===== config.mk =====
export PLATFORM = sky130hd
export DESIGN_NAME = morse_text_codec
export DESIGN_NICKNAME = d
export VERILOG_FILES = /design/src/sv/mtc_pkg.sv /design/src/sv/mtc_ram.sv /design/src/sv/mtc_emitter.sv /design/src/sv/morse_text_codec.sv
export SDC_FILE = /design/constraint.sdc
export NUM_CORES = 1
export LEC_CHECK = 0
export CELL_PAD_IN_SITES_DETAIL_PLACEMENT = 0
export CELL_PAD_IN_SITES_GLOBAL_PLACEMENT = 1
export CORE_MARGIN = 2
export CORE_UTILIZATION = 50
export CTS_BUF_LIST = sky130_fd_sc_hd__clkbuf_4 sky130_fd_sc_hd__clkbuf_8
export CTS_CLUSTER_DIAMETER = 200
export DETAILED_ROUTE_END_ITERATION = 10
export DONT_BUFFER_PORTS = 1
export PLACE_DENSITY_LB_ADDON = 0.3
export RECOVER_POWER = 100
export SLEW_MARGIN = 20
export SYNTH_ARGS = -nofsm -noshare
export SYNTH_HDL_FRONTEND = slang
export SYNTH_SLANG_ARGS = --single-unit

===== constraint.sdc =====
create_clock -name aclk -period 6 [get_ports aclk]
set_clock_uncertainty 0.05 [all_clocks]
set_input_delay 1.5 -clock aclk [delete_from_list [all_inputs] [get_ports aclk]]
set_output_delay 1.5 -clock aclk [all_outputs]
set_load 0.1 [all_outputs]

===== src/sv/mtc_pkg.sv =====
// Morse text codec package: state and job types, code table, lookup functions.
// No dependencies; imported by mtc_emitter, morse_text_codec and the testbench.
`default_nettype none

package mtc_pkg;

    localparam int NUM_CODES   = 42;
    localparam int STATE_DEPTH = 1;

    localparam logic [7:0] CH_DOT   = 8'h2E;
    localparam logic [7:0] CH_DASH  = 8'h2D;
    localparam logic [7:0] CH_SPACE = 8'h20;

    typedef struct packed {
        logic       decode_mode;
        logic [6:0] token_symbols;
        logic [3:0] token_length;
        logic       token_bad;
    } mtc_state_t;

    localparam int STATE_W = $bits(mtc_state_t);

    // nsym symbol words (bit i set = dash), then final_byte with last_of_run
    typedef struct packed {
        logic [2:0] nsym;
        logic [6:0] syms;
        logic [7:0] final_byte;
    } mtc_job_t;

    // {character, length, symbols in reading order right-aligned, dash = 1}
    localparam logic [17:0] CODE_TABLE [NUM_CODES] = '{
        {8'h41, 3'd2, 7'b0000001}, {8'h42, 3'd4, 7'b0001000},
        {8'h43, 3'd4, 7'b0001010}, {8'h44, 3'd3, 7'b0000100},
        {8'h45, 3'd1, 7'b0000000}, {8'h46, 3'd4, 7'b0000010},
        {8'h47, 3'd3, 7'b0000110}, {8'h48, 3'd4, 7'b0000000},
        {8'h49, 3'd2, 7'b0000000}, {8'h4A, 3'd4, 7'b0000111},
        {8'h4B, 3'd3, 7'b0000101}, {8'h4C, 3'd4, 7'b0000100},
        {8'h4D, 3'd2, 7'b0000011}, {8'h4E, 3'd2, 7'b0000010},
        {8'h4F, 3'd3, 7'b0000111}, {8'h50, 3'd4, 7'b0000110},
        {8'h51, 3'd4, 7'b0001101}, {8'h52, 3'd3, 7'b0000010},
        {8'h53, 3'd3, 7'b0000000}, {8'h54, 3'd1, 7'b0000001},
        {8'h55, 3'd3, 7'b0000001}, {8'h56, 3'd4, 7'b0000001},
        {8'h57, 3'd3, 7'b0000011}, {8'h58, 3'd4, 7'b0001001},
        {8'h59, 3'd4, 7'b0001011}, {8'h5A, 3'd4, 7'b0001100},
        {8'h31, 3'd5, 7'b0001111}, {8'h32, 3'd5, 7'b0000111},
        {8'h33, 3'd5, 7'b0000011}, {8'h34, 3'd5, 7'b0000001},
        {8'h35, 3'd5, 7'b0000000}, {8'h36, 3'd5, 7'b0010000},
        {8'h37, 3'd5, 7'b0011000}, {8'h38, 3'd5, 7'b0011100},
        {8'h39, 3'd5, 7'b0011110}, {8'h30, 3'd5, 7'b0011111},
        {8'h2C, 3'd6, 7'b0110011}, {8'h21, 3'd6, 7'b0101011},
        {8'h3F, 3'd6, 7'b0001100}, {8'h2E, 3'd6, 7'b0010101},
        {8'h27, 3'd6, 7'b0011110}, {8'h20, 3'd7, 7'b0000000}
    };

    // reading order to first-symbol-in-bit-0
    function automatic logic [6:0] lsb_first(input logic [2:0] len, input logic [6:0] pat);
        logic [6:0] r;
        logic [2:0] k;
        r = '0;
        for (int i = 0; i < 7; i++) begin
            k = len - 3'(i) - 3'd1;
            if (3'(i) < len) begin
                r[i] = pat[k];
            end
        end
        return r;
    endfunction

    function automatic logic is_space(input logic [7:0] b);
        return (b == CH_SPACE) || (b >= 8'h09 && b <= 8'h0D);
    endfunction

    function automatic logic is_symbol(input logic [7:0] b);
        return (b == CH_DOT) || (b == CH_DASH);
    endfunction

    function automatic mtc_job_t enc_lookup(input logic [7:0] b);
        mtc_job_t   job;
        logic [7:0] u;
        logic       found;
        u     = (b >= 8'h61 && b <= 8'h7A) ? b - 8'h20 : b;
        found = 1'b0;
        job   = '{nsym: 3'd0, syms: 7'd0, final_byte: CH_SPACE};
        for (int i = 0; i < NUM_CODES; i++) begin
            if (!found && CODE_TABLE[i][17:10] == u) begin
                found    = 1'b1;
                job.nsym = CODE_TABLE[i][9:7];
                job.syms = lsb_first(CODE_TABLE[i][9:7], CODE_TABLE[i][6:0]);
            end
        end
        return job;
    endfunction

    function automatic logic [7:0] dec_lookup(input mtc_state_t st);
        logic [7:0] ch;
        logic       found;
        ch    = CH_SPACE;
        found = 1'b0;
        if (!st.token_bad && st.token_length != 4'd0 && st.token_length <= 4'd7) begin
            for (int i = 0; i < NUM_CODES; i++) begin
                if (!found && {1'b0, CODE_TABLE[i][9:7]} == st.token_length
                        && lsb_first(CODE_TABLE[i][9:7], CODE_TABLE[i][6:0])
                           == st.token_symbols) begin
                    found = 1'b1;
                    ch    = CODE_TABLE[i][17:10];
                end
            end
        end
        return ch;
    endfunction

endpackage

`default_nettype wire


===== src/sv/mtc_ram.sv =====
// Generic single-clock RAM, one write and one registered read port.
// No dependencies.
`default_nettype none

module mtc_ram #(
    parameter int WIDTH = 8,
    parameter int DEPTH = 2
) (
    input  wire logic                                     aclk,
    input  wire logic                                     wr_en,
    input  wire logic [((DEPTH > 1) ? $clog2(DEPTH) : 1)-1:0] wr_addr,
    input  wire logic [WIDTH-1:0]                         wr_data,
    input  wire logic                                     rd_en,
    input  wire logic [((DEPTH > 1) ? $clog2(DEPTH) : 1)-1:0] rd_addr,
    output logic      [WIDTH-1:0]                         rd_data
);

    logic [WIDTH-1:0] mem [DEPTH];

    always_ff @(posedge aclk) begin
        if (wr_en) begin
            mem[wr_addr] <= wr_data;
        end
        if (rd_en) begin
            rd_data <= mem[rd_addr];
        end
    end

endmodule

`default_nettype wire


===== src/sv/mtc_emitter.sv =====
// Result serialiser: turns one job into its symbol words and final word.
// Depends on mtc_pkg.
`default_nettype none

module mtc_emitter
    import mtc_pkg::*;
(
    input  wire logic     aclk,
    input  wire logic     aresetn,
    input  wire logic     job_valid,
    input  wire mtc_job_t job,
    output logic          job_ready,
    output logic          m_valid,
    input  wire logic     m_ready,
    output logic [7:0]    m_out_byte,
    output logic          m_last_of_run
);

    logic       busy_reg, busy_next;
    mtc_job_t   job_reg, job_next;
    logic [2:0] idx_reg, idx_next;
    logic       m_valid_reg, m_valid_next;
    logic [7:0] byte_reg, byte_next;
    logic       last_reg, last_next;
    logic       out_load;
    logic       at_final;

    assign out_load  = !m_valid_reg || m_ready;
    assign at_final  = (idx_reg == job_reg.nsym);
    assign job_ready = !busy_reg || (out_load && at_final);

    always_comb begin
        busy_next    = busy_reg;
        job_next     = job_reg;
        idx_next     = idx_reg;
        m_valid_next = m_valid_reg;
        byte_next    = byte_reg;
        last_next    = last_reg;
        if (out_load) begin
            m_valid_next = 1'b0;
            if (busy_reg) begin
                m_valid_next = 1'b1;
                if (at_final) begin
                    byte_next = job_reg.final_byte;
                    last_next = 1'b1;
                    busy_next = 1'b0;
                end else begin
                    byte_next = job_reg.syms[idx_reg] ? CH_DASH : CH_DOT;
                    last_next = 1'b0;
                    idx_next  = idx_reg + 3'd1;
                end
            end
        end
        if (job_valid && job_ready) begin
            busy_next = 1'b1;
            job_next  = job;
            idx_next  = 3'd0;
        end
    end

    always_ff @(posedge aclk) begin
        if (!aresetn) begin
            busy_reg    <= 1'b0;
            m_valid_reg <= 1'b0;
            idx_reg     <= 3'd0;
        end else begin
            busy_reg    <= busy_next;
            m_valid_reg <= m_valid_next;
            idx_reg     <= idx_next;
        end
        job_reg  <= job_next;
        byte_reg <= byte_next;
        last_reg <= last_next;
    end

    assign m_valid       = m_valid_reg;
    assign m_out_byte    = byte_reg;
    assign m_last_of_run = last_reg;

endmodule

`default_nettype wire


===== src/sv/morse_text_codec.sv =====
// An input word passes the stage 1 register, then the emitter's job and output registers.
// An encoded byte with n symbols gives n+1 result words (at most 8) and waits in stage 1
// until the emitter takes its job; decode bytes go one per cycle while m_ready is high,
// set by the emitter's one-word-per-cycle output. Codec state lives in a one-entry RAM,
// read on accept and written back as stage 1 goes, with the write forwarded to the next
// word. It reads zero after reset (encode mode, empty token) until written; no clearing pass.
`default_nettype none

module morse_text_codec
    import mtc_pkg::*;
(
    input  wire logic       aclk,
    input  wire logic       aresetn,
    input  wire logic       s_valid,
    output logic            s_ready,
    input  wire logic [7:0] s_in_byte,
    input  wire logic       s_first_of_message,
    input  wire logic       s_last_of_message,
    output logic            m_valid,
    input  wire logic       m_ready,
    output logic [7:0]      m_out_byte,
    output logic            m_last_of_run
);

    localparam int AW = (STATE_DEPTH > 1) ? $clog2(STATE_DEPTH) : 1;

    logic             s1_valid_reg;
    logic [7:0]       s1_byte_reg;
    logic             s1_first_reg;
    logic             s1_last_reg;
    logic             written_reg;
    logic             rd_ok_reg;
    logic             fwd_valid_reg;
    mtc_state_t       fwd_data_reg;

    logic [STATE_W-1:0] ram_rdata;
    mtc_state_t       cur;
    mtc_state_t       nxt;
    mtc_job_t         job;
    logic             emit;
    logic             job_ready;
    logic             s1_go;
    logic             s_accept;

    assign s_accept = s_valid && s_ready;
    assign s1_go    = s1_valid_reg && (!emit || job_ready);
    assign s_ready  = !s1_valid_reg || s1_go;

    mtc_ram #(
        .WIDTH(STATE_W),
        .DEPTH(STATE_DEPTH)
    ) u_state_ram (
        .aclk   (aclk),
        .wr_en  (s1_go),
        .wr_addr(AW'(0)),
        .wr_data(nxt),
        .rd_en  (s_accept),
        .rd_addr(AW'(0)),
        .rd_data(ram_rdata)
    );

    always_comb begin
        cur  = fwd_valid_reg ? fwd_data_reg : (rd_ok_reg ? mtc_state_t'(ram_rdata) : '0);
        nxt  = cur;
        emit = 1'b0;
        job  = '0;
        if (s1_first_reg) begin
            nxt = '0;
            nxt.decode_mode = is_symbol(s1_byte_reg);
        end
        if (!nxt.decode_mode) begin
            emit = 1'b1;
            job  = enc_lookup(s1_byte_reg);
        end else if (is_space(s1_byte_reg)) begin
            if (nxt.token_length != 4'd0) begin
                emit           = 1'b1;
                job.final_byte = dec_lookup(nxt);
            end
            nxt.token_symbols = '0;
            nxt.token_length  = '0;
            nxt.token_bad     = 1'b0;
        end else begin
            if (nxt.token_length < 4'd7) begin
                if (s1_byte_reg == CH_DASH) begin
                    nxt.token_symbols[nxt.token_length[2:0]] = 1'b1;
                end
                nxt.token_length = nxt.token_length + 4'd1;
            end else begin
                nxt.token_length = 4'd8;
            end
            if (!is_symbol(s1_byte_reg)) begin
                nxt.token_bad = 1'b1;
            end
            if (s1_last_reg) begin
                emit              = 1'b1;
                job.final_byte    = dec_lookup(nxt);
                nxt.token_symbols = '0;
                nxt.token_length  = '0;
                nxt.token_bad     = 1'b0;
            end
        end
    end

    always_ff @(posedge aclk) begin
        if (!aresetn) begin
            s1_valid_reg  <= 1'b0;
            written_reg   <= 1'b0;
            rd_ok_reg     <= 1'b0;
            fwd_valid_reg <= 1'b0;
        end else begin
            if (s_accept) begin
                s1_valid_reg  <= 1'b1;
                rd_ok_reg     <= written_reg;
                fwd_valid_reg <= s1_go;
            end else if (s1_go) begin
                s1_valid_reg  <= 1'b0;
            end
            if (s1_go) begin
                written_reg <= 1'b1;
            end
        end
        if (s_accept) begin
            s1_byte_reg  <= s_in_byte;
            s1_first_reg <= s_first_of_message;
            s1_last_reg  <= s_last_of_message;
            fwd_data_reg <= nxt;
        end
    end

    mtc_emitter u_emitter (
        .aclk         (aclk),
        .aresetn      (aresetn),
        .job_valid    (s1_valid_reg && emit),
        .job          (job),
        .job_ready    (job_ready),
        .m_valid      (m_valid),
        .m_ready      (m_ready),
        .m_out_byte   (m_out_byte),
        .m_last_of_run(m_last_of_run)
    );

endmodule

`default_nettype wire


== Yosys cells after proc, flatten, opt, wreduce, memory -nomap -nowiden ==
Memory sizes are Yosys's and may differ from the RTL's. A register that Yosys moved wholly into a read port is not among the register bits.
Index checks and enable logic that the tools add are counted.

* Memories kept: 1
* RAM bits: 13
* Bits of input ports: 14
* Logic and storage cells: 1224
* Bits in registers: 59
* Output and inout bits: 11

{| class="wikitable"
|+ Memory list
! memory !! depth !! width !! rd ports !! clocked after memory_dff !! write ports !! RTL line !! source
|-
| u_state_ram.mem || 1 || 13 || 1 || 1 || 1 || mtc_ram.sv:18 || <nowiki>logic [WIDTH-1:0] mem [DEPTH];</nowiki>
|}

* $add $sub $neg: 3
* Reductions and logical operators: 365
* Bitwise operators: 3
* Eq/ne operators: 144
* Order comparisons: 10
* Multiplexer cells: 676

{| class="wikitable"
|+ Operator list
! kind !! number
|-
| 8-bit two-way mux || 89
|-
| 1-bit two-way mux || 527
|-
| 10-bit two-way mux || 41
|-
| 1-bit logical AND || 219
|-
| 7-bit by 8-bit equality test with 1-bit output (first input constant) || 26
|-
| 4-bit by 7-bit equality test with 1-bit output || 24
|-
| 5-bit by 7-bit equality test with 1-bit output || 20
|-
| 1-bit zero test || 129
|-
| 6-bit by 8-bit equality test with 1-bit output (first input constant) || 16
|-
| 3-bit by 7-bit equality test with 1-bit output || 16
|-
| 6-bit by 7-bit equality test with 1-bit output || 10
|-
| 2-bit by 7-bit equality test with 1-bit output || 8
|-
| 7-bit two-way mux || 6
|-
| 42-bit OR reduction || 1
|-
| 13-bit two-way mux || 3
|-
| 12-bit two-way mux || 3
|-
| 3-bit by 4-bit equality test with 1-bit output (first input constant) || 8
|-
| 1-bit by 7-bit equality test with 1-bit output || 4
|-
| 8-bit by 6-bit equality test with 1-bit output (second input constant) || 3
|-
| 2-bit by 4-bit equality test with 1-bit output (first input constant) || 4
|-
| 7-bit equality test || 2
|-
| 4-bit two-way mux || 3
|-
| 9-bit two-way mux || 1
|-
| 1-bit by 4-bit equality test with 1-bit output (first input constant) || 2
|-
| 25 further kinds || 36
|}

== Longest topological paths before layout ==
* Depth after elaboration: 348
* Mapped depth: 13
* Depth with buffers taken out: 10

== By module ==
Synthesis repeated with hierarchy kept, for this count alone.

* Cell total of the unflattened synthesis: 645
* Area, all modules: 5849.4 um^2

{| class="wikitable"
|+ Modules (own cells, without submodules)
! module !! times used !! sequential area each (um^2) !! cells each !! area each (um^2)
|-
| morse_text_codec || 1 || 770.7 || 550 || 3838.7
|-
| mtc_emitter || 1 || 910.9 || 69 || 1229.9
|-
| mtc_ram || 1 || 780.7 || 26 || 780.7
|}

== Worst setup path before layout ==
No wires, ideal clock.

* Kind: reg2out
* Start: register s1_byte_reg[6]
* End: output port s_ready
* Data arrival time: 2.580 ns
* Path buffers: 1
* Required time: 4.450 ns
* Stages on the path, launching flop included: 9
* Path slack: 1.870 ns
* Cell sequence: edfxtp_1 clkbuf_1 nor4b_1 o2111ai_1 nand2_1 o21ai_0 inv_1 a31o_2 or2_2

{| class="wikitable"
|+ RTL lines
! item !! RTL line !! source
|-
| from (decl) || morse_text_codec.sv:28 || <nowiki>logic [7:0] s1_byte_reg;</nowiki>
|-
| from (signal assigned) || morse_text_codec.sv:123 || <nowiki>s1_byte_reg <= s_in_byte;</nowiki>
|-
| to (decl) || morse_text_codec.sv:15 || <nowiki>output logic s_ready,</nowiki>
|}

==> metrics.txt <==
FFs w/ async S/R, synth 0; Avg Synthesized Cell Area 8.68 um^2; Setup Viol. Count Final 0; ant diodes 0; setup slack, reg-to-reg 970 ps; Final WS setup 849 ps; synth warn 0; max cap viols 0; Reg area 2370 um^2; number of global-route vias before repair 5,512; wire per inst 23.6 um; H-tree levels 3; Hold Crit Endpoint u_state_ram.rd_data[11]$_DFFE_PP_; Setup TNS 0 ps; Placed Area 6160 um^2; multi-input logic area 3390 um^2; RSZ-0062 raised after global routing false; Inst Count DP 815; GR Overflow Total 0; top_reg_cell synth edfxtp_1; hold wc startpoint u_state_ram.mem[0][11]$_DFFE_PP_; arrival time at the worst endpoint 3600 ps; clk sinks 82; Post-CTS Setup Bufs 0; count of port buffers added during placement 0; Synth area leaders edfxtp_1 (36%), nand2_1 (4.5%), nor2_1 (4.4%); worst hold path class flop to flop; R2R depth 12; worst-path fanout max 35; Area Growth Syn to Fin 5.01%; Max Slew Vio Count 0; number of remaining DRC errors 0; Reg2Reg Capture Point u_state_ram.rd_data[10]$_DFFE_PP_; Worst R2R Start s1_byte_reg[6]$_DFFE_PP_; global placement routability congestion 1.05; Slew HR 0.118; status completed; post-DP HPWL 14,700 um; post-layout minimum cycle time 5150 ps; Post-Synthesis Cells 696; cts bufs inserted 9; leakage 2.07 nW; CTS tree yes; Synth Register Bits 82; fin cells 832; Mapped Nets 713; hold_buf cts 0; Ports 25; EDFF count, synth 73; CP Data Required Time 4450 ps; die height 114 um; GR Util met3 0.0850; Pwr Density 204 nW/um^2; Root Buffer clkbuf_8; largest net degree at the start of global routing 38; GR Util met2 0.463; Die Outline Area 13,000 um^2; fin area 6340 um^2; total wire length 19,600 um; clk buf depth 2; Synth top area share 0.363; Worst Hold Path Cells 0; GRT Total Usage 0.316; Hold Vio Cnt, Final 0; dpl ws 1660 ps; Placeable Area 11,900 um^2; max FFs per register 16; grt peak-use layer met2; Peak supply drop 0.000172 V; Pre-antenna DRT Iters 8; Via Count 6,036; Critical Path End Type output pin; worst skew pair latency 390 ps; fin nets 697; initial antenna violation count 0; CTS resizes 0; Fillers 1,131; Worst-Margin Slew 1320 ps; Worst Setup Start Kind flop; met1 Track Usage GR 0.452; first-pass GRT wire length 31,500 um; top cells by instance count after synthesis edfxtp_1 (73), nand2_1 (73), nor2_1 (70); Die Span X 114 um; area leader, netlist edfxtp_1; critical path type flop to output pin; Netlist Area Pre-Place 6040 um^2; Starting Density 0.507; CTS clock-pin slew for the worst setup and hold paths 100 ps; library cells used by synthesis 75; Seq/Total Area, Yosys 0.393; DR vias/cell 7.25; DR iter-0 viols 1,001; share of the clock period used by the worst path 0.858; layout cells sized above 1 0.0759; upper clock frequency limit 194 MHz; Detail Route Antenna Nets 0; Rows 40
==> stage by stage <==
stage,total power [mW],hold WS [ps],utilization
3_3_place_gp,0.891,354,0.517
3_5_place_dp,0.891,359,0.517
5_1_grt,1.34,385,0.532
6_report,1.29,377,0.532
2_1_floorplan,0.837,350,-
4_1_cts,1.30,381,0.534
==> layout make-up <==
type	count	share of cell area
Inverter	16	0.00947
Multi-Input combinational cell	551	0.535
Tap cell	147	0.0290
Clock buffer	9	0.0195
Sequential cell	82	0.374
Clock inverter	7	0.0128
Timing Repair Buffer	20	0.0203
==> cell families (layout without fill, tap and decap cells) <==
logic type,Yosys count,in the layout,share of synthesized area
adder cells (fa/ha/maj),3,3,0.00622
AO/OA/AOI/OAI,245,245,0.288
AND/OR/NAND/NOR,287,287,0.241
multiplexers,6,6,0.0141
buffers and inverters,63,52,0.0448
XOR/XNOR,9,9,0.0131
flip-flops,82,82,0.393
other,1,1,0.000621
==> metal layers <==
| layer | part of all wire | wire [um] |
|---|---|---|
| met1 | 0.43 | 8360 |
| met2 | 0.42 | 8300 |
| met3 | 0.11 | 2190 |
| met4 | 0.040 | 791 |
| met5 | 0 | 0 |
==> cell usage in the layout, fill, tap and decap left out, types with 6 or more instances in the layout <==
master	count
a211oi_1	14
a21boi_0	6
a21o_1	10
a21oi_1	37
a22oi_1	10
a31oi_1	7
a32oi_1	7
buf_4	14
clkbuf_8	9
dfxtp_1	9
edfxtp_1	73
inv_1	15
nand2_1	73
nand2b_1	10
nand3_1	23
nand3b_1	7
nand4_1	14
nor2_1	70
nor2b_1	9
nor3_1	21
nor4_1	12
o211ai_1	7
o21ai_0	47
o22ai_1	17
o311ai_0	7
o31ai_1	13
o32ai_1	8
or2_2	7
or3_1	10
xor2_1	6
==> power breakdown <==
group          switching (mW)  internal (mW)
clock network           0.245          0.166
registers              0.0416          0.656
logic                   0.133         0.0526
total                   0.420          0.874
==> how the worst max path moves through the flow <==
stage	to	from	slack, ps	cells after the start
after detailed placement	s_ready	fwd_valid_reg$_SDFFE_PN0P_	1660	7
final	s_ready	fwd_valid_reg$_SDFFE_PN0P_	850	7
after global placement	s_ready	fwd_valid_reg$_SDFFE_PN0P_	1680	6
after floorplan	s_ready	s1_byte_reg[6]$_DFFE_PP_	1870	8
after CTS	s_ready	fwd_valid_reg$_SDFFE_PN0P_	1210	6
after global routing	s_ready	fwd_valid_reg$_SDFFE_PN0P_	570	7
==> critical path: stages (launching register included) <==
cell and delay, ps:
dfxtp_1 900, nor2b_1 200, a22o_1 310, o21ai_0 160, clkbuf_1 500, inv_1 300
a31o_2 290, or2_2 530
(Power assumes the default switching activity.)
